<file path="config.mk">
export PLATFORM = sky130hd
export DESIGN_NAME = pdm_mic_decimator_fifo
export DESIGN_NICKNAME = d
export VERILOG_FILES = /design/src/sv/pmd_pkg.sv /design/src/sv/pdm_mic_decimator_fifo.sv /design/src/sv/pmd_queue.sv /design/src/sv/pmd_front.sv /design/src/sv/pmd_back.sv
export SDC_FILE = /design/constraint.sdc
export NUM_CORES = 2
export LEC_CHECK = 0
export ABC_CLOCK_PERIOD_IN_PS = 6140
export BUFFER_PORTS_ARGS = -buffer_cell sky130_fd_sc_hd__buf_2
export CORE_UTILIZATION = 56
export CTS_CLUSTER_SIZE = 16
export DETAILED_ROUTE_END_ITERATION = 10
export PLACE_DENSITY = 0.75
export SETUP_SLACK_MARGIN = 0.1
export SLEW_MARGIN = 20
export SYNTH_ARGS = -nofsm -noshare
export SYNTH_HDL_FRONTEND = slang
export SYNTH_SLANG_ARGS = --single-unit
</file>
<file path="constraint.sdc">
create_clock -name clk -period 6.14 [get_ports clk]
set_clock_uncertainty 0.05 [all_clocks]
set_input_delay 0.614 -clock clk [delete_from_list [all_inputs] [get_ports clk]]
set_output_delay 0.614 -clock clk [all_outputs]
set_load 0.01 [all_outputs]
</file>
<file path="src/sv/pmd_pkg.sv">
`default_nettype none
// ----------------------------------------------------------------------------
// pmd_pkg
// Shared types and constants of the PDM decimator with sample FIFO.
// ----------------------------------------------------------------------------
package pmd_pkg;

  // Request type codes on req_type.
  localparam logic [1:0] REQ_SAMPLE = 2'd0;
  localparam logic [1:0] REQ_READ   = 2'd1;
  localparam logic [1:0] REQ_WRITE  = 2'd2;

  // Register byte offsets on the bus.
  localparam logic [7:0] ADDR_CTRL   = 8'd0;
  localparam logic [7:0] ADDR_STATUS = 8'd4;
  localparam logic [7:0] ADDR_DATA   = 8'd8;
  localparam logic [7:0] ADDR_WMARK  = 8'd12;
  localparam logic [7:0] ADDR_CLEAR  = 8'd16;

  // The only legal bus access length in bytes.
  localparam logic [7:0] BUS_LEN = 8'd4;

  // Configuration register indexes.
  localparam logic CFG_CONTROL = 1'b0;
  localparam logic CFG_WMARK   = 1'b1;

  // Reset values of the configuration registers.
  localparam logic [31:0] CONTROL_RESET = 32'h0000_4000;
  localparam logic [7:0]  WMARK_RESET   = 8'd16;

  // A decimation factor of zero stands for this factor.
  localparam logic [7:0] FACTOR_DEFAULT = 8'd64;

  // Depths of the internal queues.
  localparam int CMDQ_DEPTH = 2;
  localparam int RESQ_DEPTH = 4;

  typedef enum logic [1:0] {
    RESP_OK    = 2'd0,
    RESP_BURST = 2'd1,
    RESP_ADDR  = 2'd2
  } resp_t;

  typedef enum logic [3:0] {
    OP_NOP,       // unknown request type: answers ok, no effect
    OP_ERR,       // bus access error, code carried with the command
    OP_SAMPLE,    // PDM density sample
    OP_RD_CTRL,
    OP_RD_STATUS,
    OP_RD_DATA,
    OP_RD_WMARK,
    OP_WR_REG,    // write to a register owned by the configuration port
    OP_WR_CLEAR   // interrupt flag clear
  } op_t;

  typedef struct packed {
    op_t         op;
    resp_t       code;
    logic [1:0]  clr;
    logic [7:0]  density;
  } cmd_t;

  typedef struct packed {
    logic [31:0] read_data;
    resp_t       code;
    logic        irq;
  } result_t;

endpackage
`default_nettype wire

</file>
<file path="src/sv/pdm_mic_decimator_fifo.sv">
`default_nettype none
// ----------------------------------------------------------------------------
// pdm_mic_decimator_fifo
// PDM microphone front end with an integrate-and-dump decimator and a sample
// FIFO behind a small register bus.
// ----------------------------------------------------------------------------
// Every item is a PDM density sample, a bus read, a bus write or an unknown
// request type, and every item produces exactly one result item (read data,
// response code and the interrupt level after the item). The block sustains
// one item per clock while the result queue has room: the front end
// classifies an item in the cycle it is pushed and places the command in a
// two-entry queue; the back end executes one command per clock (the
// integrator add, decimation compare, sample FIFO update and flag logic
// form the loop that sets this rate) and forms the result in the following
// cycle, after the registered read of the sample memory. A result passes
// through the command queue, the back end's result stage and the four-entry
// result queue before it can be popped, and the result queue lets the source
// keep pushing while results wait to be popped. full rises only when the
// result side has stalled long enough to fill both queues. The sample
// memory holds FIFO_DEPTH words and needs no clearing pass after reset;
// a pop of an empty FIFO returns zero without touching it. The control and
// watermark registers are written through the configuration channel, which
// is always ready; bus writes to those offsets are acknowledged but leave
// the registers alone.
// ----------------------------------------------------------------------------
module pdm_mic_decimator_fifo
  import pmd_pkg::*;
#(
  parameter int FIFO_DEPTH = 32
) (
  input  wire logic        clk,
  input  wire logic        rst,
  // Item input.
  input  wire logic        push,
  output logic             full,
  input  wire logic [1:0]  req_type,
  input  wire logic [7:0]  address,
  input  wire logic [31:0] write_data,
  input  wire logic [7:0]  access_length,
  input  wire logic [7:0]  pdm_density,
  // Result output.
  output logic             empty,
  input  wire logic        pop,
  output logic [31:0]      read_data,
  output logic [1:0]       response_code,
  output logic             irq_level,
  // Configuration channel.
  input  wire logic        cfg_valid,
  output logic             cfg_ready,
  input  wire logic        cfg_index,
  input  wire logic [31:0] cfg_data
);

  localparam int RCW = $clog2(RESQ_DEPTH + 1);
  localparam int CQW = $clog2(CMDQ_DEPTH + 1);

  logic [31:0]    control_word;
  logic [7:0]     watermark_level;

  cmd_t           front_cmd;
  cmd_t           cmdq_out;
  logic           cmdq_empty;
  logic           cmdq_pop;
  logic [CQW-1:0] cmdq_count;

  logic           res_push;
  result_t        res_in;
  result_t        res_out;
  logic           res_full;
  logic [RCW-1:0] res_count;
  logic           room;

  // Configuration registers.
  assign cfg_ready = 1'b1;

  always_ff @(posedge clk) begin
    if (rst) begin
      control_word    <= CONTROL_RESET;
      watermark_level <= WMARK_RESET;
    end else if (cfg_valid && cfg_ready) begin
      unique case (cfg_index)
        CFG_CONTROL: control_word    <= cfg_data;
        CFG_WMARK:   watermark_level <= cfg_data[7:0];
        default: begin
        end
      endcase
    end
  end

  pmd_front u_front (
    .req_type      (req_type),
    .address       (address),
    .write_data    (write_data),
    .access_length (access_length),
    .pdm_density   (pdm_density),
    .cmd           (front_cmd)
  );

  pmd_queue #(
    .WIDTH ($bits(cmd_t)),
    .DEPTH (CMDQ_DEPTH)
  ) u_cmdq (
    .clk   (clk),
    .rst   (rst),
    .push  (push),
    .wdata (front_cmd),
    .full  (full),
    .pop   (cmdq_pop),
    .rdata (cmdq_out),
    .empty (cmdq_empty),
    .count (cmdq_count)
  );

  // A command may start only if its result is sure to find a slot, counting
  // the one still in the back end's result stage.
  assign room = ((RCW + 1)'(res_count) + (RCW + 1)'(res_push)) < (RCW + 1)'(RESQ_DEPTH);

  pmd_back #(
    .FIFO_DEPTH (FIFO_DEPTH)
  ) u_back (
    .clk             (clk),
    .rst             (rst),
    .cmd_valid       (!cmdq_empty),
    .cmd             (cmdq_out),
    .cmd_pop         (cmdq_pop),
    .room            (room),
    .control_word    (control_word),
    .watermark_level (watermark_level),
    .res_push        (res_push),
    .res_data        (res_in)
  );

  pmd_queue #(
    .WIDTH ($bits(result_t)),
    .DEPTH (RESQ_DEPTH)
  ) u_resq (
    .clk   (clk),
    .rst   (rst),
    .push  (res_push),
    .wdata (res_in),
    .full  (res_full),
    .pop   (pop),
    .rdata (res_out),
    .empty (empty),
    .count (res_count)
  );

  assign read_data     = res_out.read_data;
  assign response_code = res_out.code;
  assign irq_level     = res_out.irq;

  a_no_result_drop: assert property (@(posedge clk) disable iff (rst)
    !(res_push && res_full))
    else $error("result pushed into a full result queue");

  a_cmdq_bound: assert property (@(posedge clk) disable iff (rst)
    cmdq_count <= CQW'(CMDQ_DEPTH))
    else $error("command queue holds more than its depth");

endmodule
`default_nettype wire

</file>
<file path="src/sv/pmd_queue.sv">
`default_nettype none
// ----------------------------------------------------------------------------
// pmd_queue
// Small register queue with push/full and pop/empty, plus a fill count.
// ----------------------------------------------------------------------------
module pmd_queue #(
  parameter int WIDTH = 8,
  parameter int DEPTH = 2
) (
  input  wire logic                         clk,
  input  wire logic                         rst,
  input  wire logic                         push,
  input  wire logic [WIDTH-1:0]             wdata,
  output logic                              full,
  input  wire logic                         pop,
  output logic [WIDTH-1:0]                  rdata,
  output logic                              empty,
  output logic [$clog2(DEPTH+1)-1:0]        count
);

  localparam int AW = $clog2(DEPTH);
  localparam int CW = $clog2(DEPTH + 1);

  logic [WIDTH-1:0] slots [DEPTH];
  logic [AW-1:0]    rd_ptr;
  logic [AW-1:0]    wr_ptr;
  logic             do_push;
  logic             do_pop;

  assign full    = (count == CW'(DEPTH));
  assign empty   = (count == '0);
  assign do_push = push && !full;
  assign do_pop  = pop && !empty;
  assign rdata   = slots[rd_ptr];

  always_ff @(posedge clk) begin
    if (rst) begin
      rd_ptr <= '0;
      wr_ptr <= '0;
      count  <= '0;
    end else begin
      if (do_push) begin
        wr_ptr <= (wr_ptr == AW'(DEPTH - 1)) ? '0 : wr_ptr + AW'(1);
      end
      if (do_pop) begin
        rd_ptr <= (rd_ptr == AW'(DEPTH - 1)) ? '0 : rd_ptr + AW'(1);
      end
      if (do_push && !do_pop) begin
        count <= count + CW'(1);
      end else if (do_pop && !do_push) begin
        count <= count - CW'(1);
      end
    end
  end

  always_ff @(posedge clk) begin
    if (do_push) begin
      slots[wr_ptr] <= wdata;
    end
  end

endmodule
`default_nettype wire

</file>
<file path="src/sv/pmd_front.sv">
`default_nettype none
// ----------------------------------------------------------------------------
// pmd_front
// Classifies an incoming item into a command for the back end.
// ----------------------------------------------------------------------------
module pmd_front
  import pmd_pkg::*;
(
  input  wire logic [1:0]  req_type,
  input  wire logic [7:0]  address,
  input  wire logic [31:0] write_data,
  input  wire logic [7:0]  access_length,
  input  wire logic [7:0]  pdm_density,
  output cmd_t             cmd
);

  always_comb begin
    cmd.op      = OP_NOP;
    cmd.code    = RESP_OK;
    cmd.clr     = write_data[1:0];
    cmd.density = pdm_density;
    priority if (req_type == REQ_SAMPLE) begin
      cmd.op = OP_SAMPLE;
    end else if (req_type != REQ_READ && req_type != REQ_WRITE) begin
      cmd.op = OP_NOP;
    end else if (access_length != BUS_LEN) begin
      cmd.op   = OP_ERR;
      cmd.code = RESP_BURST;
    end else if (req_type == REQ_READ) begin
      unique case (address)
        ADDR_CTRL:   cmd.op = OP_RD_CTRL;
        ADDR_STATUS: cmd.op = OP_RD_STATUS;
        ADDR_DATA:   cmd.op = OP_RD_DATA;
        ADDR_WMARK:  cmd.op = OP_RD_WMARK;
        default: begin
          cmd.op   = OP_ERR;
          cmd.code = RESP_ADDR;
        end
      endcase
    end else begin
      unique case (address)
        ADDR_CTRL, ADDR_WMARK: cmd.op = OP_WR_REG;
        ADDR_CLEAR:            cmd.op = OP_WR_CLEAR;
        default: begin
          cmd.op   = OP_ERR;
          cmd.code = RESP_ADDR;
        end
      endcase
    end
  end

endmodule
`default_nettype wire

</file>
<file path="src/sv/pmd_back.sv">
`default_nettype none
// ----------------------------------------------------------------------------
// pmd_back
// Executes commands: integrator, decimator, sample FIFO, flags and
// interrupt. Two stages: update state and read the sample memory, then
// form the result.
// ----------------------------------------------------------------------------
module pmd_back
  import pmd_pkg::*;
#(
  parameter int FIFO_DEPTH = 32
) (
  input  wire logic        clk,
  input  wire logic        rst,
  input  wire logic        cmd_valid,
  input  wire cmd_t        cmd,
  output logic             cmd_pop,
  input  wire logic        room,
  input  wire logic [31:0] control_word,
  input  wire logic [7:0]  watermark_level,
  output logic             res_push,
  output result_t          res_data
);

  localparam int AW  = $clog2(FIFO_DEPTH);
  localparam int FW  = $clog2(FIFO_DEPTH + 1);
  localparam int CMW = (FW > 8) ? FW : 8;

  // Architectural state.
  logic [31:0]   running_sum;
  logic [31:0]   previous_sum;
  logic [7:0]    decimation_count;
  logic [AW-1:0] read_pointer;
  logic [AW-1:0] write_pointer;
  logic [FW-1:0] fill_count;
  logic          overrun_bit;
  logic          watermark_bit;
  logic          irq_state;
  logic [31:0]   sample_store [FIFO_DEPTH];

  // Result stage.
  logic          b_valid;
  logic [31:0]   b_rdata;
  logic          b_use_mem;
  resp_t         b_code;
  logic          b_irq;
  logic [31:0]   mem_q;

  // Next values.
  logic [31:0]   running_sum_next;
  logic [31:0]   previous_sum_next;
  logic [7:0]    decimation_count_next;
  logic [AW-1:0] read_pointer_next;
  logic [AW-1:0] write_pointer_next;
  logic [FW-1:0] fill_count_next;
  logic          overrun_bit_next;
  logic          watermark_bit_next;
  logic          irq_state_next;

  logic          exec;
  logic          eval;
  logic          mem_we;
  logic          mem_re;
  logic [7:0]    factor;
  logic [31:0]   sum_inc;
  logic [7:0]    cnt_inc;
  logic [31:0]   diff;
  logic [31:0]   rdata;
  logic          use_mem;
  logic [31:0]   status;

  assign exec    = cmd_valid && room;
  assign cmd_pop = exec;

  assign factor  = (control_word[15:8] == 8'd0) ? FACTOR_DEFAULT : control_word[15:8];
  assign sum_inc = running_sum + 32'(cmd.density);
  assign cnt_inc = decimation_count + 8'd1;
  assign diff    = sum_inc - previous_sum;
  assign status  = {28'd0, watermark_bit, overrun_bit,
                    (fill_count >= FW'(FIFO_DEPTH)), (fill_count == '0)};

  always_comb begin
    running_sum_next      = running_sum;
    previous_sum_next     = previous_sum;
    decimation_count_next = decimation_count;
    read_pointer_next     = read_pointer;
    write_pointer_next    = write_pointer;
    fill_count_next       = fill_count;
    overrun_bit_next      = overrun_bit;
    watermark_bit_next    = watermark_bit;
    irq_state_next        = irq_state;
    eval                  = 1'b0;
    mem_we                = 1'b0;
    mem_re                = 1'b0;
    rdata                 = 32'd0;
    use_mem               = 1'b0;

    if (exec) begin
      unique case (cmd.op)
        OP_SAMPLE: begin
          if (control_word[0]) begin
            running_sum_next      = sum_inc;
            decimation_count_next = cnt_inc;
            if (cnt_inc >= factor) begin
              decimation_count_next = 8'd0;
              previous_sum_next     = sum_inc;
              eval                  = 1'b1;
              if (fill_count < FW'(FIFO_DEPTH)) begin
                mem_we             = 1'b1;
                write_pointer_next = (write_pointer == AW'(FIFO_DEPTH - 1)) ?
                                     '0 : write_pointer + AW'(1);
                fill_count_next    = fill_count + FW'(1);
              end else begin
                overrun_bit_next = 1'b1;
              end
            end
          end
        end
        OP_RD_CTRL: begin
          rdata = control_word;
          eval  = 1'b1;
        end
        OP_RD_STATUS: begin
          rdata = status;
          eval  = 1'b1;
        end
        OP_RD_DATA: begin
          eval = 1'b1;
          if (fill_count != '0) begin
            mem_re            = 1'b1;
            use_mem           = 1'b1;
            read_pointer_next = (read_pointer == AW'(FIFO_DEPTH - 1)) ?
                                '0 : read_pointer + AW'(1);
            fill_count_next   = fill_count - FW'(1);
            if (CMW'(fill_count_next) < CMW'(watermark_level)) begin
              watermark_bit_next = 1'b0;
            end
          end
        end
        OP_RD_WMARK: begin
          rdata = 32'(watermark_level);
          eval  = 1'b1;
        end
        OP_WR_REG: begin
          eval = 1'b1;
        end
        OP_WR_CLEAR: begin
          eval = 1'b1;
          if (cmd.clr[0]) begin
            overrun_bit_next = 1'b0;
          end
          if (cmd.clr[1]) begin
            watermark_bit_next = 1'b0;
          end
        end
        OP_ERR, OP_NOP: begin
        end
        default: begin
        end
      endcase

      if (eval) begin
        if (CMW'(fill_count_next) >= CMW'(watermark_level)) begin
          watermark_bit_next = 1'b1;
        end
        irq_state_next = control_word[1] && (watermark_bit_next || overrun_bit_next);
      end
    end
  end

  always_ff @(posedge clk) begin
    if (rst) begin
      running_sum      <= '0;
      previous_sum     <= '0;
      decimation_count <= '0;
      read_pointer     <= '0;
      write_pointer    <= '0;
      fill_count       <= '0;
      overrun_bit      <= 1'b0;
      watermark_bit    <= 1'b0;
      irq_state        <= 1'b0;
      b_valid          <= 1'b0;
    end else begin
      running_sum      <= running_sum_next;
      previous_sum     <= previous_sum_next;
      decimation_count <= decimation_count_next;
      read_pointer     <= read_pointer_next;
      write_pointer    <= write_pointer_next;
      fill_count       <= fill_count_next;
      overrun_bit      <= overrun_bit_next;
      watermark_bit    <= watermark_bit_next;
      irq_state        <= irq_state_next;
      b_valid          <= exec;
    end
  end

  always_ff @(posedge clk) begin
    b_rdata   <= rdata;
    b_use_mem <= use_mem;
    b_code    <= cmd.code;
    b_irq     <= irq_state_next;
  end

  // Sample memory: one write port, one registered read port.
  always_ff @(posedge clk) begin
    if (mem_we) begin
      sample_store[write_pointer] <= diff;
    end
    if (mem_re) begin
      mem_q <= sample_store[read_pointer];
    end
  end

  assign res_push           = b_valid;
  assign res_data.read_data = b_use_mem ? mem_q : b_rdata;
  assign res_data.code      = b_code;
  assign res_data.irq       = b_irq;

  a_fill_bound: assert property (@(posedge clk) disable iff (rst)
    fill_count <= FW'(FIFO_DEPTH))
    else $error("sample FIFO fill exceeds its depth");

  a_empty_ptrs: assert property (@(posedge clk) disable iff (rst)
    (fill_count == '0) |-> (read_pointer == write_pointer))
    else $error("empty sample FIFO with unequal pointers");

  a_overrun_full: assert property (@(posedge clk) disable iff (rst)
    $rose(overrun_bit) |-> $past(fill_count == FW'(FIFO_DEPTH)))
    else $error("overrun set while the sample FIFO had room");

  a_result_follows_exec: assert property (@(posedge clk) disable iff (rst)
    exec |=> b_valid)
    else $error("executed command produced no result");

endmodule
`default_nettype wire
</file>
==> flow_metrics.env <==
export IMPL_min_period_ps=5760
export IMPL_ff2ff_setup_slack_ps=380
export IMPL_drt_iter0_markers=3964
export IMPL_hold_violations=0
export IMPL_synth_edf_count=1228
export IMPL_dieArea_um2=103000
export IMPL_drc=0
export IMPL_yosysTopAreaCellShare=0.646
export IMPL_syn_nets=3307
export IMPL_grt_pass1_vias=30700
export IMPL_tritoncts="done"
export IMPL_startpoint_type="flop"
export IMPL_synth_cell_types=84
export IMPL_yosysSeqAreaShare=0.710
export IMPL_cts_buffers=141
export IMPL_clk_pin_slew_worst_paths_ps=60
export IMPL_ant_nets=0
export IMPL_crit_fanout=32
export IMPL_wl_per_cell_um=28.8
export IMPL_synth_largest_area_cell="edfxtp_1"
export IMPL_p_clk_frac=0.358
export IMPL_synthFlopType="edfxtp_1"
export IMPL_setup_tns_ps=0
export IMPL_vias=30700
export IMPL_ios=134
export IMPL_numClockSinks=1410
export IMPL_timing_final_crit_share=0.938
export IMPL_status="finished clean"
export IMPL_slew_violations=0
export IMPL_path_class="reg -> reg"
export IMPL_yosysMostFrequentCell="edfxtp_1"
export IMPL_power_leakage_nw=20.9
export IMPL_p_per_area_nw_per_um2=358
export IMPL_ys_ff_latch=1410
export IMPL_root_buffer="clkbuf_16"
export IMPL_worst_slew_pin_slew_ps=1130
export IMPL_fill_cells=6615
export IMPL_synthArstFlopShare=0
export IMPL_combinationalPowerShare=0.132
export IMPL_yosys_warnings=0
export IMPL_worstHoldPathType="in -> reg"
export IMPL_rows=116
export IMPL_insertion_delay_ps=760
export IMPL_areaGrowthSynthToFinish_pct=13.4
export IMPL_start_util=0.567
export IMPL_syn_area_um2=57000
export IMPL_drv_cap=0
export IMPL_setup_slack_ps=380
export IMPL_vdd_drop_max_mv=0.318
export IMPL_arrival_ps=6250
export IMPL_endpoint_kind="flop"
export IMPL_yosys_top_cells_area="edfxtp_1 65%, mux4_2 14%, dfxtp_1 6.4%"
export IMPL_portBuffers=102
export IMPL_core_um2=101000
export IMPL_routed_wl_um=138000
export IMPL_swShare=0.251
export IMPL_maxSlewHeadroom=0.249
export IMPL_grt_total_usage=0.270
export IMPL_place_hpwl_um=79700
export IMPL_dr_pass1_iters=6
export IMPL_antenna_found_initial=13
export IMPL_p_int_mw=17.3
export IMPL_netSwitchingPower_mw=5.80
export IMPL_h_tree_depth=4
export IMPL_synthTopCellsByCount="1228 x edfxtp_1, 355 x mux4_2, 182 x dfxtp_1"
export IMPL_fmax_mhz=174
export IMPL_fin_nets=3510
export IMPL_grt_max_degree=153
export IMPL_syn_mean_instance_area_um2=18.2
export IMPL_overflow=0
export IMPL_place_ws_ps=137
export IMPL_syn_inst=3130
export IMPL_setup_viol=0
export IMPL_grt_pass1_wl_um=201000
export IMPL_seq_power_share=0.510
export IMPL_clk_path_buf_depth=3
export IMPL_rsz0062_at_grt="yes"
export IMPL_die_h_um=321
export IMPL_viasPerCell=6.40
export IMPL_gp_routability_congestion=0.918
export IMPL_dieWidth_um=321
export IMPL_required_ps=6630
export IMPL_layout_drive_gt1_share=0.276
## state kept, by name (all words and copies together) (netlist names), 2 cells and up, named ones only
name                     flops
u_back.fill_count            6
u_cmdq.slots                32
u_back.mem_q                32
u_back.write_pointer         5
u_back.b_rdata              32
u_back.sample_store       1024
u_resq.wr_ptr                2
u_back.running_sum          32
u_back.decimation_count      8
u_back.read_pointer          5
watermark_level              8
u_back.b_code                2
u_resq.rd_ptr                2
u_cmdq.count                 2
control_word                32
u_back.previous_sum         32
u_resq.slots               140
u_resq.count                 3
## cells in the final DEF, fill, tap and decap left out, types with 32 or more instances in the layout
| cell | Yosys | final |
|---|---|---|
| mux4_2 | 355 | 355 |
| and3_1 | 46 | 40 |
| inv_1 | 74 | 74 |
| buf_2 | 38 | 101 |
| nor2_1 | 124 | 115 |
| nand3_1 | 36 | 36 |
| clkbuf_1 | 97 | 36 |
| a211oi_1 | 32 | 32 |
| mux2_2 | 76 | 76 |
| buf_4 | 3 | 89 |
| nand2_1 | 181 | 181 |
| ha_1 | 78 | 78 |
| dfxtp_1 | 182 | 176 |
| a21oi_1 | 146 | 145 |
| edfxtp_1 | 1228 | 1228 |
| clkbuf_16 | 0 | 144 |
| xnor2_1 | 62 | 41 |
## power groups by stage
stage | sequential (mW) | clock (mW) | combinational (mW)
detailed placement | 12.0 | 0 | 2.89
floorplan | 12.0 | 0 | 1.75
global route | 11.8 | 8.73 | 3.29
global placement | 12.0 | 0 | 2.71
finish | 11.8 | 8.29 | 3.06
CTS | 11.8 | 8.37 | 2.92
## worst paths after layout
| kind | startpoint | end | cells after the start |
|---|---|---|---|
| setup / recovery | flop | u_back.sample_store[7][24] | 20 |
| hold / removal | cfg_data[16] | control_word[16] | 3 |
| setup reg to reg | flop | u_back.sample_store[7][24] | 20 |
| hold reg to reg | control_word[16] | control_word[16] | 2 |
## metal layers
metal,part of all wire,vias to the layer above,GRT usage,routed length [um]
li1,-,12900,-,-
met1,0.39,15900,0.362,53400
met2,0.50,1728,0.445,69000
met3,0.082,255,0.0489,11300
met4,0.032,2,0.102,4460
met5,0.00021,-,0,29
## stage by stage
step	instances	hold WS, ps	cell area (um2)	util	power, mW
6_report	4805	71.6	64700	0.643	23.1
5_1_grt	4805	55.3	64700	0.643	23.8
4_1_cts	4799	32.4	64500	0.641	23.1
3_5_place_dp	4533	396	59900	0.596	14.9
3_3_place_gp	4533	389	59900	0.595	14.7
2_1_floorplan	3130	376	57100	-	13.7
## cells by family after synthesis
group,count (synthesis),synth area share
DFF,1410,0.710
and+or+nand+nor,559,0.0492
muxes,438,0.156
AOI/OAI and AO/OA,307,0.0339
buffers and inverters,233,0.0165
xor gates and xnor gates,101,0.0156
adders and majority gates,81,0.0182
other,1,0.0000657
## critical path: stages, from the launching register on
cell,delay (ps)
dfxtp_1,330
mux2_2,340
ha_1,220
fa_1,450
a21o_1,200
a21oi_1,210
o21bai_1,140
a2111oi_2,420
buf_4,220
nor3_1,70
xor2_1,200
ha_1,360
buf_4,150
a21o_1,110
a21oi_1,80
o21ai_0,270
a211oi_1,110
o31ai_1,770
a31oi_1,270
xnor2_2,230
buf_4,330
## area by class of cell
class	instances	area, um2	area share
multi-input combinational	1490	16200	0.250
timing repair buffer	214	1550	0.0240
clock buffer	184	3790	0.0587
clock inverter	72	641	0.00991
tap	1357	1700	0.0263
inverter	76	285	0.00441
antenna	2	5.00	0.0000774
sequential	1410	40500	0.627
## repair_timing
| item | 4_1_cts | 5_1_grt |
|---|---|---|
| endpoints found under the setup margin | 64 | 96 |
| pin swaps | 0 | 3 |
| setup buffers | 0 | 1 |
| gates resized for setup | 2 | 6 |
| cloned | 0 | 3 |
| hold endpoints to repair | 20 | 0 |
| hold buffers | 10 | 0 |
(Power assumes the default switching activity.)
